[src/rtl/crbpm_pkg.sv]
package crbpm_pkg;

    // ring geometry
    localparam int DATA_SIZE  = 4096;
    localparam int EXTRA_SIZE = 1024;

    // offset and size fields
    localparam int OFS_W   = 13;
    localparam int SIZE_W  = 13;
    localparam int SUM_W   = OFS_W + 1;
    localparam int USED_W  = OFS_W + 2;
    localparam int OFS_MAX = (1 << OFS_W) - 1;

    // remaining-space width allows for DATA_SIZE plus a full offset range
    localparam int REM_W = $clog2(DATA_SIZE + OFS_MAX + 1) + 1;

    // tail value after reset or after a read wrap
    localparam int TAIL_RST_I = (DATA_SIZE > OFS_MAX) ? OFS_MAX : DATA_SIZE;
    localparam logic [OFS_W-1:0] TAIL_RST = OFS_W'(TAIL_RST_I);

    // stream widths
    localparam int S_DATA_W = 16;
    localparam int S_USER_W = 2;
    localparam int M_DATA_W = 40;
    localparam int M_USER_W = 1;

    typedef enum logic [1:0] {
        REQ_RSV_RD = 2'd0,
        REQ_REL_RD = 2'd1,
        REQ_RSV_WR = 2'd2,
        REQ_REL_WR = 2'd3
    } req_type_t;

endpackage

[src/rtl/contiguous_ring_buffer_pointer_manager.sv]
// path: an accepted request beat passes the request register, then the result register
// throughput: one request per cycle unless m_tready stalls the result register, set by the
// single pointer update path between the request register and the result register
// reset: synchronous active-low aresetn clears read and write offsets, loads the
// tail with DATA_SIZE (saturated) and empties both pipeline registers
module contiguous_ring_buffer_pointer_manager (
    input  logic                             aclk,
    input  logic                             aresetn,
    input  logic                             s_tvalid,
    output logic                             s_tready,
    // [12:0] size, [15:13] zero
    input  logic [crbpm_pkg::S_DATA_W-1:0]   s_tdata,
    // [1:0] req_type
    input  logic [crbpm_pkg::S_USER_W-1:0]   s_tuser,
    output logic                             m_tvalid,
    input  logic                             m_tready,
    // [12:0] offset, [25:13] used_size, [38:26] remain_size, [39] zero
    output logic [crbpm_pkg::M_DATA_W-1:0]   m_tdata,
    // [0] granted
    output logic [crbpm_pkg::M_USER_W-1:0]   m_tuser
);
    import crbpm_pkg::*;

    // request register
    logic              in_valid_reg;
    req_type_t         in_kind_reg;
    logic [SIZE_W-1:0] in_size_reg;

    // result register
    logic              out_valid_reg;
    logic              out_grant_reg;
    logic [OFS_W-1:0]  out_ofs_reg;
    logic [OFS_W-1:0]  out_used_reg;
    logic [OFS_W-1:0]  out_rem_reg;

    // pointer state
    logic [OFS_W-1:0]  rd_reg, rd_next;
    logic [OFS_W-1:0]  wr_reg, wr_next;
    logic [OFS_W-1:0]  tail_reg, tail_next;

    logic              advance;
    logic              step;

    logic signed [USED_W-1:0] used_diff;
    logic signed [USED_W-1:0] used_fix;
    logic [OFS_W-1:0]         used_val;
    logic signed [REM_W-1:0]  rem_diff;
    logic signed [REM_W-1:0]  rem_fix;
    logic [REM_W-2:0]         rem_val;
    logic [SUM_W-1:0]         rd_sum;
    logic [SUM_W-1:0]         wr_sum;
    logic                     grant;
    logic [OFS_W-1:0]         ofs;

    // handshake: result register moves when empty or taken
    assign advance  = !out_valid_reg || m_tready;
    assign s_tready = !in_valid_reg || advance;
    assign step     = in_valid_reg && advance;

    // used size: write minus read, tail-corrected, clamped at zero
    always_comb begin
        used_diff = $signed({2'b00, wr_reg}) - $signed({2'b00, rd_reg});
        used_fix  = used_diff;
        if (used_diff < 0) begin
            used_fix = used_diff + $signed({2'b00, tail_reg});
        end
        used_val = (used_fix < 0) ? '0 : used_fix[OFS_W-1:0];
    end

    // remaining space: read minus write, plus DATA_SIZE if not positive
    always_comb begin
        rem_diff = $signed({{(REM_W-OFS_W){1'b0}}, rd_reg})
                 - $signed({{(REM_W-OFS_W){1'b0}}, wr_reg});
        rem_fix  = rem_diff;
        if (rem_diff <= 0) begin
            rem_fix = rem_diff + $signed(REM_W'(DATA_SIZE));
        end
        rem_val = (rem_fix < 0) ? '0 : rem_fix[REM_W-2:0];
    end

    assign rd_sum = {1'b0, rd_reg} + {1'b0, in_size_reg};
    assign wr_sum = {1'b0, wr_reg} + {1'b0, in_size_reg};

    // request decode and pointer update
    always_comb begin
        rd_next   = rd_reg;
        wr_next   = wr_reg;
        tail_next = tail_reg;
        grant     = 1'b0;
        ofs       = '0;
        case (in_kind_reg)
            REQ_RSV_RD: begin
                if ({2'b00, in_size_reg} <= {2'b00, used_val}) begin
                    grant = 1'b1;
                    ofs   = rd_reg;
                end
            end
            REQ_REL_RD: begin
                if (32'(rd_sum) >= DATA_SIZE) begin
                    tail_next = TAIL_RST;
                    rd_next   = '0;
                end else begin
                    rd_next = rd_sum[SUM_W-1] ? OFS_W'(OFS_MAX) : rd_sum[OFS_W-1:0];
                end
                grant = 1'b1;
                ofs   = rd_next;
            end
            REQ_RSV_WR: begin
                if ((REM_W-1)'(in_size_reg) < rem_val) begin
                    grant = 1'b1;
                    ofs   = wr_reg;
                end
            end
            REQ_REL_WR: begin
                if (32'(wr_sum) >= DATA_SIZE) begin
                    tail_next = wr_sum[SUM_W-1] ? OFS_W'(OFS_MAX) : wr_sum[OFS_W-1:0];
                    wr_next   = '0;
                end else begin
                    wr_next = wr_sum[SUM_W-1] ? OFS_W'(OFS_MAX) : wr_sum[OFS_W-1:0];
                end
                grant = 1'b1;
                ofs   = wr_next;
            end
            default: begin
                grant = 1'b0;
            end
        endcase
    end

    // control and pointer registers
    always_ff @(posedge aclk) begin
        if (!aresetn) begin
            in_valid_reg  <= 1'b0;
            out_valid_reg <= 1'b0;
            rd_reg        <= '0;
            wr_reg        <= '0;
            tail_reg      <= TAIL_RST;
        end else begin
            if (s_tready) begin
                in_valid_reg <= s_tvalid;
            end
            if (advance) begin
                out_valid_reg <= in_valid_reg;
            end
            if (step) begin
                rd_reg   <= rd_next;
                wr_reg   <= wr_next;
                tail_reg <= tail_next;
            end
        end
    end

    // payload registers
    always_ff @(posedge aclk) begin
        if (s_tready && s_tvalid) begin
            in_kind_reg <= req_type_t'(s_tuser[1:0]);
            in_size_reg <= s_tdata[SIZE_W-1:0];
        end
        if (step) begin
            out_grant_reg <= grant;
            out_ofs_reg   <= ofs;
            out_used_reg  <= used_val;
            out_rem_reg   <= rem_val[OFS_W-1:0];
        end
    end

    assign m_tvalid = out_valid_reg;
    assign m_tuser  = out_grant_reg;
    assign m_tdata  = {1'b0, out_rem_reg, out_used_reg, out_ofs_reg};

`ifndef SYNTHESIS
    // a refused reservation carries a zero offset
    a_refused_zero: assert property (@(posedge aclk) disable iff (!aresetn)
        out_valid_reg && !out_grant_reg |-> out_ofs_reg == '0)
        else $error("refused reservation with nonzero offset");

    // pointers only move when a request passes to the result register
    a_state_hold: assert property (@(posedge aclk) disable iff (!aresetn)
        !step |=> $stable(rd_reg) && $stable(wr_reg) && $stable(tail_reg))
        else $error("pointer state changed without a request");

    // write offset stays inside the ring or at saturation
    a_wr_range: assert property (@(posedge aclk) disable iff (!aresetn)
        step |=> (32'(wr_reg) < DATA_SIZE) || (32'(wr_reg) == OFS_MAX))
        else $error("write offset out of range");
`endif

endmodule
[config.mk]
export PLATFORM = sky130hd
export DESIGN_NAME = contiguous_ring_buffer_pointer_manager
export DESIGN_NICKNAME = d
export VERILOG_FILES = /design/src/rtl/crbpm_pkg.sv /design/src/rtl/contiguous_ring_buffer_pointer_manager.sv
export SDC_FILE = /design/constraint.sdc
export NUM_CORES = 1
export LEC_CHECK = 0
export BUFFER_PORTS_ARGS = -buffer_cell sky130_fd_sc_hd__buf_2
export CAP_MARGIN = 25
export CORE_AREA = 2 2 162 164
export CTS_BUF_LIST = sky130_fd_sc_hd__clkbuf_16
export CTS_CLUSTER_DIAMETER = 120
export CTS_CLUSTER_SIZE = 14
export DETAILED_ROUTE_END_ITERATION = 10
export DIE_AREA = 0 0 164 166
export HOLD_SLACK_MARGIN = 0.08
export PLACE_DENSITY_LB_ADDON = 0.15
export REMOVE_ABC_BUFFERS = 1
export SYNTH_ARGS = -nofsm -noshare
export SYNTH_HDL_FRONTEND = slang
export SYNTH_SLANG_ARGS = --single-unit
[constraint.sdc]
create_clock -name aclk -period 5.95 [get_ports aclk]
set_input_delay 0.595 -clock aclk [delete_from_list [all_inputs] [get_ports aclk]]
set_output_delay 0.595 -clock aclk [all_outputs]
set_load 0.1 [all_outputs]
==> results of run 1 <==
==> area by class of cell <==
class	count	area share, %
Tap cell	335	4.71
Clock inverter	7	1.07
Multi-Input combinational cell	629	53.9
Sequential cell	96	27.8
Timing Repair Buffer	103	7.12
Inverter	68	2.87
Clock buffer	9	2.53
==> worst paths after layout <==
check	start	end	slack, ps	depth (start not counted)
worst max-delay path	rd_reg[0]$_SDFFE_PN0P_	out_ofs_reg[4]$_DFFE_PP_	300	27
worst min-delay path	s_tdata[7]	in_size_reg[7]$_DFFE_PP_	400	1
worst max register to register	rd_reg[0]$_SDFFE_PN0P_	out_ofs_reg[4]$_DFFE_PP_	300	27
worst min register to register	tail_reg[12]$_SDFFE_PN1P_	tail_reg[12]$_SDFFE_PN1P_	470	1
==> metrics by stage <==
step | instances | instance area [um2] | setup TNS, ps | total power [mW] | hold slack, ps
2_1_floorplan | 793 | 7430 | -405 | 1.28 | 423
3_3_place_gp | 1227 | 8460 | 0 | 1.51 | 451
3_5_place_dp | 1228 | 8470 | 0 | 1.51 | 447
4_1_cts | 1244 | 8790 | 0 | 2.17 | 387
5_1_grt | 1247 | 8890 | -27.1 | 2.28 | 392
6_report | 1247 | 8890 | 0 | 2.17 | 397
==> metal layers <==
metal	vias up	track usage, %	wire [um]
li1	3205	-	-
met1	3036	23.7	10900
met2	109	27.5	10600
met3	22	2.15	739
met4	0	4.46	401
met5	-	0	0
==> power breakdown <==
part	leakage [nW]	switching, mW	total [mW]	internal, mW
Combinational	2.80	0.481	0.747	0.266
Clock	0.157	0.284	0.653	0.370
Sequential	0.855	0.0233	0.765	0.741
==> worst max-delay path, cell delays in order, from the launching register on <==
cell and delay, ps:
dfxtp_1 340, ha_1 170, inv_1 60, fa_2 350
a21o_1 200, a21oi_2 160, o21bai_1 120, a2111o_1 410
a31o_2 250, a21oi_2 140, xnor2_1 180, ha_1 290
a21boi_1 150, buf_4 170, nor4_4 210, a311oi_2 80
mux2_2 280, ha_1 300, buf_4 150, nand4_1 80
nor2_1 50, nand2_1 60, o221ai_1 100, o21ba_4 280
nor3_4 60, buf_4 180, a221o_1 340, a31o_2 230
==> synth_stat cells, types with 5 or more instances <==
cell type	number
a221o_1	5
o21ai_0	33
a31oi_1	6
nor2b_1	21
dfxtp_1	41
o21a_1	13
edfxtp_1	55
clkbuf_1	17
o31a_1	6
nand2_1	52
inv_1	66
a21o_1	21
and3_1	6
xor2_1	10
buf_2	6
o22ai_1	13
or2_2	7
a22oi_1	23
ha_1	93
a211oi_1	8
xnor2_1	30
nand3_1	10
nand4_1	7
nand2b_1	13
a31o_2	6
a21oi_1	40
nor2_1	75
fa_1	5
a22o_1	21
nor3_1	14
==> kinds of logic (layout without fill, tap and decap cells) <==
| logic type | Yosys count | in the layout | synth area share, % |
|---|---|---|---|
| other cells | 1 | 1 | 0.0496 |
| mux | 7 | 7 | 1.03 |
| compound gates | 251 | 251 | 24.4 |
| simple gates | 232 | 232 | 15.3 |
| flops | 96 | 96 | 32.7 |
| buf+inv | 96 | 187 | 5.12 |
| fa+ha+maj | 98 | 98 | 16.7 |
| xor+xnor | 40 | 40 | 4.64 |
==> what timing repair did <==
action,4_1_cts,5_1_grt
endpoints found under the setup margin,0,13
resized for setup,0,20
setup buffers,0,2
hold endpoints to repair,0,0
==> out/results.tsv, run 1 <==
stage	metric	value	unit
yosys	EDFF count, synth	55	
die	full die area	27200	um2
timing	Tightest Pin Transition	815	ps
power	Static Leak	3.81	nW
die	die height	166	um
die	Core Rows	59	
timing	Final Skew	14.1	ps
timing	final hold violations	0	
yosys	asr flop ratio synth	0	%
clocking	hold-fix buffers at CTS	0	
timing	fmax	177	MHz
clocking	Root Driver	clkbuf_16	
clocking	Clock H-tree levels	3	
worst_setup_path	Crit path required time	6070	ps
worst_setup_path	Crit Path Category	flip-flop to flip-flop	
place	routability cong.	0.844	
global_route	largest net degree at the start of global routing	51	
clocking	CTS tree	done	
clocking	Worst-path clk slew	80	ps
yosys	Yosys reg bits	96	
route	drt drc	0	
yosys	synth top area cells	edfxtp_1 22%, ha_1 15%, dfxtp_1 11%, nor2_1 3.7%, xnor2_1 3.5%	
yosys	synthesized cell area	7560	um2
timing	setup violators final	0	
worst_setup_path	Setup crit end kind	flip-flop	
yosys	Synth top area share	21.9	%
worst_setup_path	Critical Path Source Type	flip-flop	
route	Via-to-Cell Ratio	5.11	
yosys	yosys synthesis warning count	0	
yosys	post-synthesis cell count	821	
global_route	vias in the first global route	6354	
yosys	post-synth top area cell	edfxtp_1	
power	Max VDD drop	113	uV
timing	worst setup slack after layout	298	ps
global_route	initial antenna violation count	0	
timing	Tmin final	5650	ps
clocking	CTS sink count	96	
die	# IOs	65	
timing	relative slew slack	45.3	%
finish	antenna diode count	0	
power	P per Cell Area	244	nW/um2
global_route	first-pass GRT wire length	35300	um
route	drt wl/cell	18.1	um
place	Setup Slack @ Placement	31.5	ps
route	ANT nets after route	0	
die	Core ar.	25600	um2
clocking	TritonCTS Buffers	9	
die	initial core utilization	29.5	%
finish	nets	1027	
yosys	library cells used by synthesis	89	
clocking	Clock Latency Late Sink	370	ps
yosys	Seq/Total Area, Yosys	32.7	%
global_route	gr ovfl total	0	
worst_setup_path	WP data arrival	5770	ps
clocking	Clock Tree Buf Depth	2	
finish	register area	2470	um2
route	routed wire length	22600	um
finish	commonest non-fill, non-tap cell in the layout	ha_1	
worst_hold_path	Hold WC Path Type	input pin to flip-flop	
die	die width	164	um
finish	area grow syn2layout	17.6	%
run	Max-cap violations	0	
place	PortBufs	60	
timing	final cycle utilization of the critical path	95.0	%
global_route	GRT Total Usage	16.9	%
route	1st-iter DRT viols	334	
route	Vias	6372	
finish	most frequent cells in the layout	93 x ha_1, 75 x nor2_1, 66 x inv_1, 61 x buf_2, 55 x edfxtp_1	
timing	Slew Limit Fails	0	
route	TritonRoute pass-1 iters	5	
finish	share of cells above drive strength 1	18.6	%
place	DP HPWL	17600	um
yosys	Most used DFF post-synth	edfxtp_1	
finish	multi-input logic area	4790	um2
finish	Finished Core Util	34.7	%
worst_setup_path	worst-path fanout max	5	
finish	fill cell count	2671	
yosys	Mapped Avg Cell Area	9.20	um2
outcome	outcome	complete, no violations	
Note: power is estimated with default switching activity, not from simulation.
==> run 2: changes to the inputs <==
CELL_PAD_IN_SITES_DETAIL_PLACEMENT = 1   (was default)
CELL_PAD_IN_SITES_GLOBAL_PLACEMENT = 1   (was default)
==> run 2 against run 1 <==
  * Global-route usage rose by 1.2 points
  * Power increased by 0.87%
  * First-iteration DRC count fell by 18%
  * Critical endpoint is now out_ofs_reg[8]$_DFFE_PP_
==> out/results.tsv, run 2 (synthesis gave the netlist of run 1 again) <==
stage	metric	value	unit
finish	design area	8990	um2
finish	antenna diode count	0	
place	DP HPWL	19400	um
global_route	met2 usage	30.3	%
place	placed insts	1239	
global_route	largest net degree at the start of global routing	31	
outcome	outcome	complete, no violations	
worst_setup_path	critical path's most frequent cell	inv_1	
route	Vias	6417	
timing	Slew Limit Fails	0	
power	Psw	0.817	mW
timing	Hold Worst Slack	397	ps
global_route	vias in the first global route	6631	
power	Comb power frac	35.9	%
clocking	CTS sink count	96	
clocking	Clock Tree Buf Depth	2	
clocking	Clock Latency Late Sink	370	ps
global_route	first-pass GRT wire length	37700	um
worst_setup_path	CP max-delay cell	a2111o_1	
route	ANT nets after route	0	
power	Internal	1.37	mW
power	Max VDD drop	103	uV
power	final total power	2.18	mW
worst_hold_path	Hold WC Path Type	input pin to flip-flop	
die	Core ar.	25600	um2
finish	nets	1038	
route	Via-to-Cell Ratio	5.10	
clocking	Worst-path clk slew	80	ps
finish	share of cells above drive strength 1	19.6	%
worst_setup_path	Crit path required time	6110	ps
global_route	initial antenna violation count	0	
clocking	TritonCTS Buffers	9	
worst_setup_path	Setup crit end kind	flip-flop	
finish	final non-filler cell total	1258	
global_route	gr ovfl total	0	
timing	final cycle utilization of the critical path	96.8	%
global_route	GRT Total Usage	18.1	%
place	routability cong.	0.832	
timing	relative slew slack	51.8	%
timing	Tightest Pin Transition	723	ps
finish	most frequent cells in the layout	92 x ha_1, 75 x nor2_1, 66 x inv_1, 60 x buf_2, 55 x edfxtp_1	
die	# IOs	65	
power	Sw Ratio	37.4	%
power	Static Leak	3.86	nW
worst_setup_path	Critical Path Source Type	flip-flop	
clocking	Clock H-tree levels	3	
timing	setup TNS	0	ps
die	die height	166	um
worst_setup_path	WP data arrival	5920	ps
die	full die area	27200	um2
worst_setup_path	Crit Path Category	flip-flop to flip-flop	
die	die width	164	um
route	routed wire length	24000	um
global_route	Most Crowded Layer GR	met2	
power	power share of the clock group	29.1	%
die	Core Rows	59	
global_route	GRT met1 Usage	24.9	%
route	drt drc	0	
clocking	CTS tree	done	
finish	area grow syn2layout	19.0	%
timing	Final Skew	11.3	ps
clocking	Root Driver	clkbuf_16	
run	Max-cap violations	0	
global_route	GRT met3 Usage	1.72	%
timing	fmax	174	MHz
route	1st-iter DRT viols	273	
timing	Tmin final	5760	ps
worst_setup_path	CP peak stage delay	410	ps
power	share of power burned in registers	35.0	%
timing	final hold violations	0	
power	P per Cell Area	243	nW/um2
timing	setup violators final	0	
route	drt wl/cell	19.1	um
place	DP Area	8560	um2
worst_setup_path	worst-path fanout max	5	
die	initial core utilization	29.5	%
route	TritonRoute pass-1 iters	4	
finish	fill cell count	3009	
finish	commonest non-fill, non-tap cell in the layout	ha_1	
place	PortBufs	60	
-- run 2: cell types whose count changed in the layout (fill, tap and decap cells not counted), sizes merged --
cell,before,now
bufinv,2,1
buf,103,114
clkinvlp,0,1
inv,68,71
clkinv,5,2
-- run 2: path summary, 6_finish.rpt --
| check | from | to | slack, ps | depth (start not counted) |
|---|---|---|---|---|
| max | wr_reg[0]$_SDFFE_PN0P_ | out_ofs_reg[8]$_DFFE_PP_ | 190 | 28 |
| min | s_tdata[7] | in_size_reg[7]$_DFFE_PP_ | 400 | 1 |
| max reg2reg | wr_reg[0]$_SDFFE_PN0P_ | out_ofs_reg[8]$_DFFE_PP_ | 190 | 28 |
| min reg2reg | tail_reg[12]$_SDFFE_PN1P_ | tail_reg[12]$_SDFFE_PN1P_ | 480 | 1 |
-- run 2: cell type report --
class / instances / area (um2) / area share (%)
Clock buffer: 9 / 225 / 2.50
Clock inverter: 7 / 86.3 / 0.960
Inverter: 68 / 255 / 2.84
Multi-Input combinational cell: 629 / 4800 / 53.4
Sequential cell: 96 / 2470 / 27.5
Tap cell: 335 / 419 / 4.66
Timing Repair Buffer: 114 / 731 / 8.13
-- run 2: metrics by stage --
| stage | setup slack (ps) | util, % |
|---|---|---|
| finish | 192 | 35.1 |
| global placement | 31.1 | 33.4 |
| detailed placement | -36.8 | 33.4 |
| CTS | 37.8 | 34.7 |
| floorplan | -59.7 | - |
| global route | -48.8 | 35.1 |
-- run 2: power groups by stage --
stage | registers (mW) | logic, mW | clock network (mW)
after CTS | 0.766 | 0.772 | 0.656
after global routing | 0.769 | 0.854 | 0.676
after global placement | 0.780 | 0.759 | 0
after detailed placement | 0.780 | 0.763 | 0
final | 0.765 | 0.783 | 0.636
after floorplan | 0.913 | 0.367 | 0
-- run 2: per-layer routing --
layer	wire length (um)	vias up
li1	-	3217
met1	11600	3101
met2	11300	82
met3	739	17
met4	362	0
met5	0	-
-- run 2: what timing repair did --
item | in CTS | in global routing
endpoints found under the setup margin | 5 | 13
gates resized for setup | 3 | 19
cloned | 0 | 1
endpoints found under the hold margin | 0 | 0
hold buffers | 0 | 0
pin swaps | 1 | 8
setup buffers | 0 | 2
-- run 2: worst max-delay path, delay by kind of cell, from the launching register on --
kind,cells,cell delay (ps)
flops,1,310
compound gates,14,2320
simple gates,4,760
fa+ha+maj,4,1110
xor+xnor,1,340
mux,1,310
buf+inv,4,420
==> run 3: changes to the inputs <==
ABC_AREA = 1   (was default)
CORE_AREA = 2 2 167 169   (was 2 2 162 164)
DIE_AREA = 0 0 169 171   (was 0 0 164 166)
PLACE_DENSITY = 0.72   (was default)
PLACE_DENSITY_LB_ADDON = default   (was 0.15)
==> run 3 against run 2 <==
  * Synthesized cell count increased by 32%
  * Sequential share of layout area decreased by 0.19 points
  * Routed wire length increased by 11%
  * Hold slack improved by 11 ps
  * Cell area increased by 0.68%
  * Maximum frequency increased by 7.0%
  * Register-to-register slack improved by 380 ps
  * Global-route usage increased by 0.73 points
  * Power decreased by 0.64%
  * Core utilization decreased by 2.0 points
  * Critical path depth decreased by 2
  * Largest power group unchanged
==> out/results.tsv, run 3 <==
stage	metric	value	unit
outcome	outcome	complete, no violations	
yosys	post-synthesis cell count	1084	
route	Via-to-Cell Ratio	5.00	
place	DP Area	8750	um2
die	die width	169	um
timing	fmax	186	MHz
route	ANT nets after route	0	
finish	design area	9050	um2
clocking	hold-fix buffers at CTS	0	
yosys	Synth top area share	20.5	%
worst_setup_path	Crit Path Category	flip-flop to flip-flop	
global_route	GRT Total Usage	18.9	%
timing	setup violators final	0	
timing	relative slew slack	32.1	%
yosys	synthesized cell area	8050	um2
route	routed wl met2	11900	um
power	Max VDD drop	117	uV
worst_setup_path	critical path's most frequent cell	nand2_1	
die	Core ar.	27300	um2
route	routed wire length	26600	um
run	Max-cap violations	0	
yosys	Most used DFF post-synth	edfxtp_1	
finish	share of cells above drive strength 1	14.2	%
timing	Final Skew	9.47	ps
power	Internal	1.27	mW
clocking	Worst-path clk slew	80	ps
timing	Tmin final	5380	ps
power	Psw	0.899	mW
worst_setup_path	FF-to-FF setup slack	570	ps
route	1st-iter DRT viols	438	
global_route	vias in the first global route	7706	
route	TritonRoute pass-1 iters	5	
place	PortBufs	60	
route	Max Used Layer	met4	
die	Core Rows	61	
worst_setup_path	Bufs and invs on worst path	3	
timing	final hold violations	0	
route	drt drc	0	
yosys	top post-synthesis cells by count	258 x nand2_1, 154 x inv_1, 93 x ha_1	
timing	worst setup slack after layout	568	ps
worst_setup_path	worst-path fanout max	13	
route	drt wl/cell	17.8	um
finish	nets	1268	
clocking	CTS sink count	96	
finish	antenna diode count	0	
worst_setup_path	WP data arrival	5590	ps
place	routability cong.	0.918	
yosys	asr flop ratio synth	0	%
worst_setup_path	Setup crit end kind	flip-flop	
worst_setup_path	CP top delay family	compound AO/OA/AOI/OAI gates	
clocking	Clock H-tree levels	3	
global_route	initial antenna violation count	0	
yosys	post-synth top area cell	edfxtp_1	
power	Comb power frac	37.1	%
yosys	cell with the most instances after synthesis	nand2_1	
die	die height	171	um
clocking	Root Driver	clkbuf_16	
clocking	TritonCTS Buffers	9	
worst_setup_path	Critical Path Source Type	flip-flop	
timing	Tightest Pin Transition	1020	ps
power	share of power burned in registers	35.9	%
route	Met3 Routed Length	1260	um
timing	Hold Worst Slack	408	ps
clocking	CTS tree	done	
yosys	Yosys reg bits	96	
global_route	first-pass GRT wire length	41700	um
clocking	Clock Tree Buf Depth	2	
worst_setup_path	CP peak stage delay	430	ps
route	Vias	7491	
finish	area grow syn2layout	12.4	%
clocking	Clock Latency Late Sink	360	ps
finish	commonest non-fill, non-tap cell in the layout	nand2_1	
power	P per Cell Area	240	nW/um2
power	Static Leak	4.40	nW
route	Met1 Wirelength	12500	um
timing	final cycle utilization of the critical path	90.5	%
die	initial core utilization	29.5	%
place	DP HPWL	21700	um
worst_setup_path	CP max-delay cell	dfxtp_1	
timing	Slew Limit Fails	0	
yosys	Mapped Avg Cell Area	7.43	um2
die	full die area	28900	um2
power	Sw Ratio	41.4	%
worst_setup_path	Crit path required time	6150	ps
power	final total power	2.17	mW
finish	most frequent cells in the layout	258 x nand2_1, 154 x inv_1, 93 x ha_1, 88 x a21oi_1, 84 x nor2_1	
power	power share of the clock group	27.0	%
timing	unrepaired setup endpoints after global routing	no	
die	# IOs	65	
yosys	Seq/Total Area, Yosys	30.7	%
global_route	largest net degree at the start of global routing	45	
timing	setup TNS	0	ps
place	Setup Slack @ Placement	366	ps
yosys	yosys synthesis warning count	0	
yosys	synth top area cells	edfxtp_1 21%, ha_1 14%, nand2_1 12%, dfxtp_1 10%, inv_1 7.2%	
worst_hold_path	Hold WC Path Type	input pin to flip-flop	
global_route	gr ovfl total	0	
yosys	EDFF count, synth	55	
yosys	library cells used by synthesis	48	
## run 3: cell types whose count changed in the layout (fill, tap and decap cells not counted), sizes merged, moves of 15 or more
cell   previous run  this run
a21oi            43        94
xor2             10        28
xnor2            30         8
nand2            52       273
nor2b            22         0
inv              71       168
a22o             21         1
buf             114        74
a21o             23         5
nand3            11        95
nor2             77        92
a22oi            23         0
## run 3: metrics by stage
| stage | util [%] | cells |
|---|---|---|
| finish | 33.1 | 1499 |
| global route | 33.1 | 1499 |
| CTS | 33.1 | 1498 |
| detailed placement | 32.0 | 1482 |
| global placement | 31.9 | 1480 |
| floorplan | - | 1063 |
## run 3: final cells by class
class / count / area (um2)
inverter: 167 / 629
clock inverter: 6 / 38.8
timing repair buffer: 74 / 422
fill: 3438 / 18300
multi-input combinational: 800 / 4810
sequential: 96 / 2470
tap: 346 / 433
clock buffer: 10 / 250
## run 3: cells by family (layout without fill, tap and decap cells)
group           Yosys count  count (layout)  share of synthesized area, %
fa+ha+maj                98              98                          15.7
xor+xnor                 36              36                          4.01
flops                    96              96                          30.7
compound gates          163             163                          11.5
other cells               1               1                        0.0466
simple gates            502             502                          28.3
buf+inv                 188             257                          9.71
## run 3: power groups by stage
| stage | Combinational, mW | Clock [mW] | Sequential [mW] |
|---|---|---|---|
| finish | 0.805 | 0.586 | 0.779 |
| global route | 0.890 | 0.622 | 0.781 |
| CTS | 0.805 | 0.598 | 0.779 |
| detailed placement | 0.801 | 0 | 0.793 |
| global placement | 0.780 | 0 | 0.793 |
| floorplan | 0.432 | 0 | 0.940 |
## run 3: worst paths after layout
kind / start / end / depth (start not counted)
max: rd_reg[1]$_SDFFE_PN0P_ / out_ofs_reg[12]$_DFFE_PP_ / 26
min: s_tuser[0] / in_kind_reg[0]$_DFFE_PP_ / 1
max reg2reg: rd_reg[1]$_SDFFE_PN0P_ / out_ofs_reg[12]$_DFFE_PP_ / 26
min reg2reg: tail_reg[4]$_SDFFE_PN0P_ / tail_reg[4]$_SDFFE_PN0P_ / 2
## run 3: what timing repair did
item,CTS,global route
resized for setup,0,2
buffers inserted,0,1
hold endpoints to repair,0,0
endpoints found under the setup margin,0,14
## run 3: routing by layer
layer / GRT usage (%) / up-vias
li1: - / 3682
met1: 24.3 / 3589
met2: 31.3 / 180
met3: 3.31 / 40
met4: 7.69 / 0
met5: 0 / -
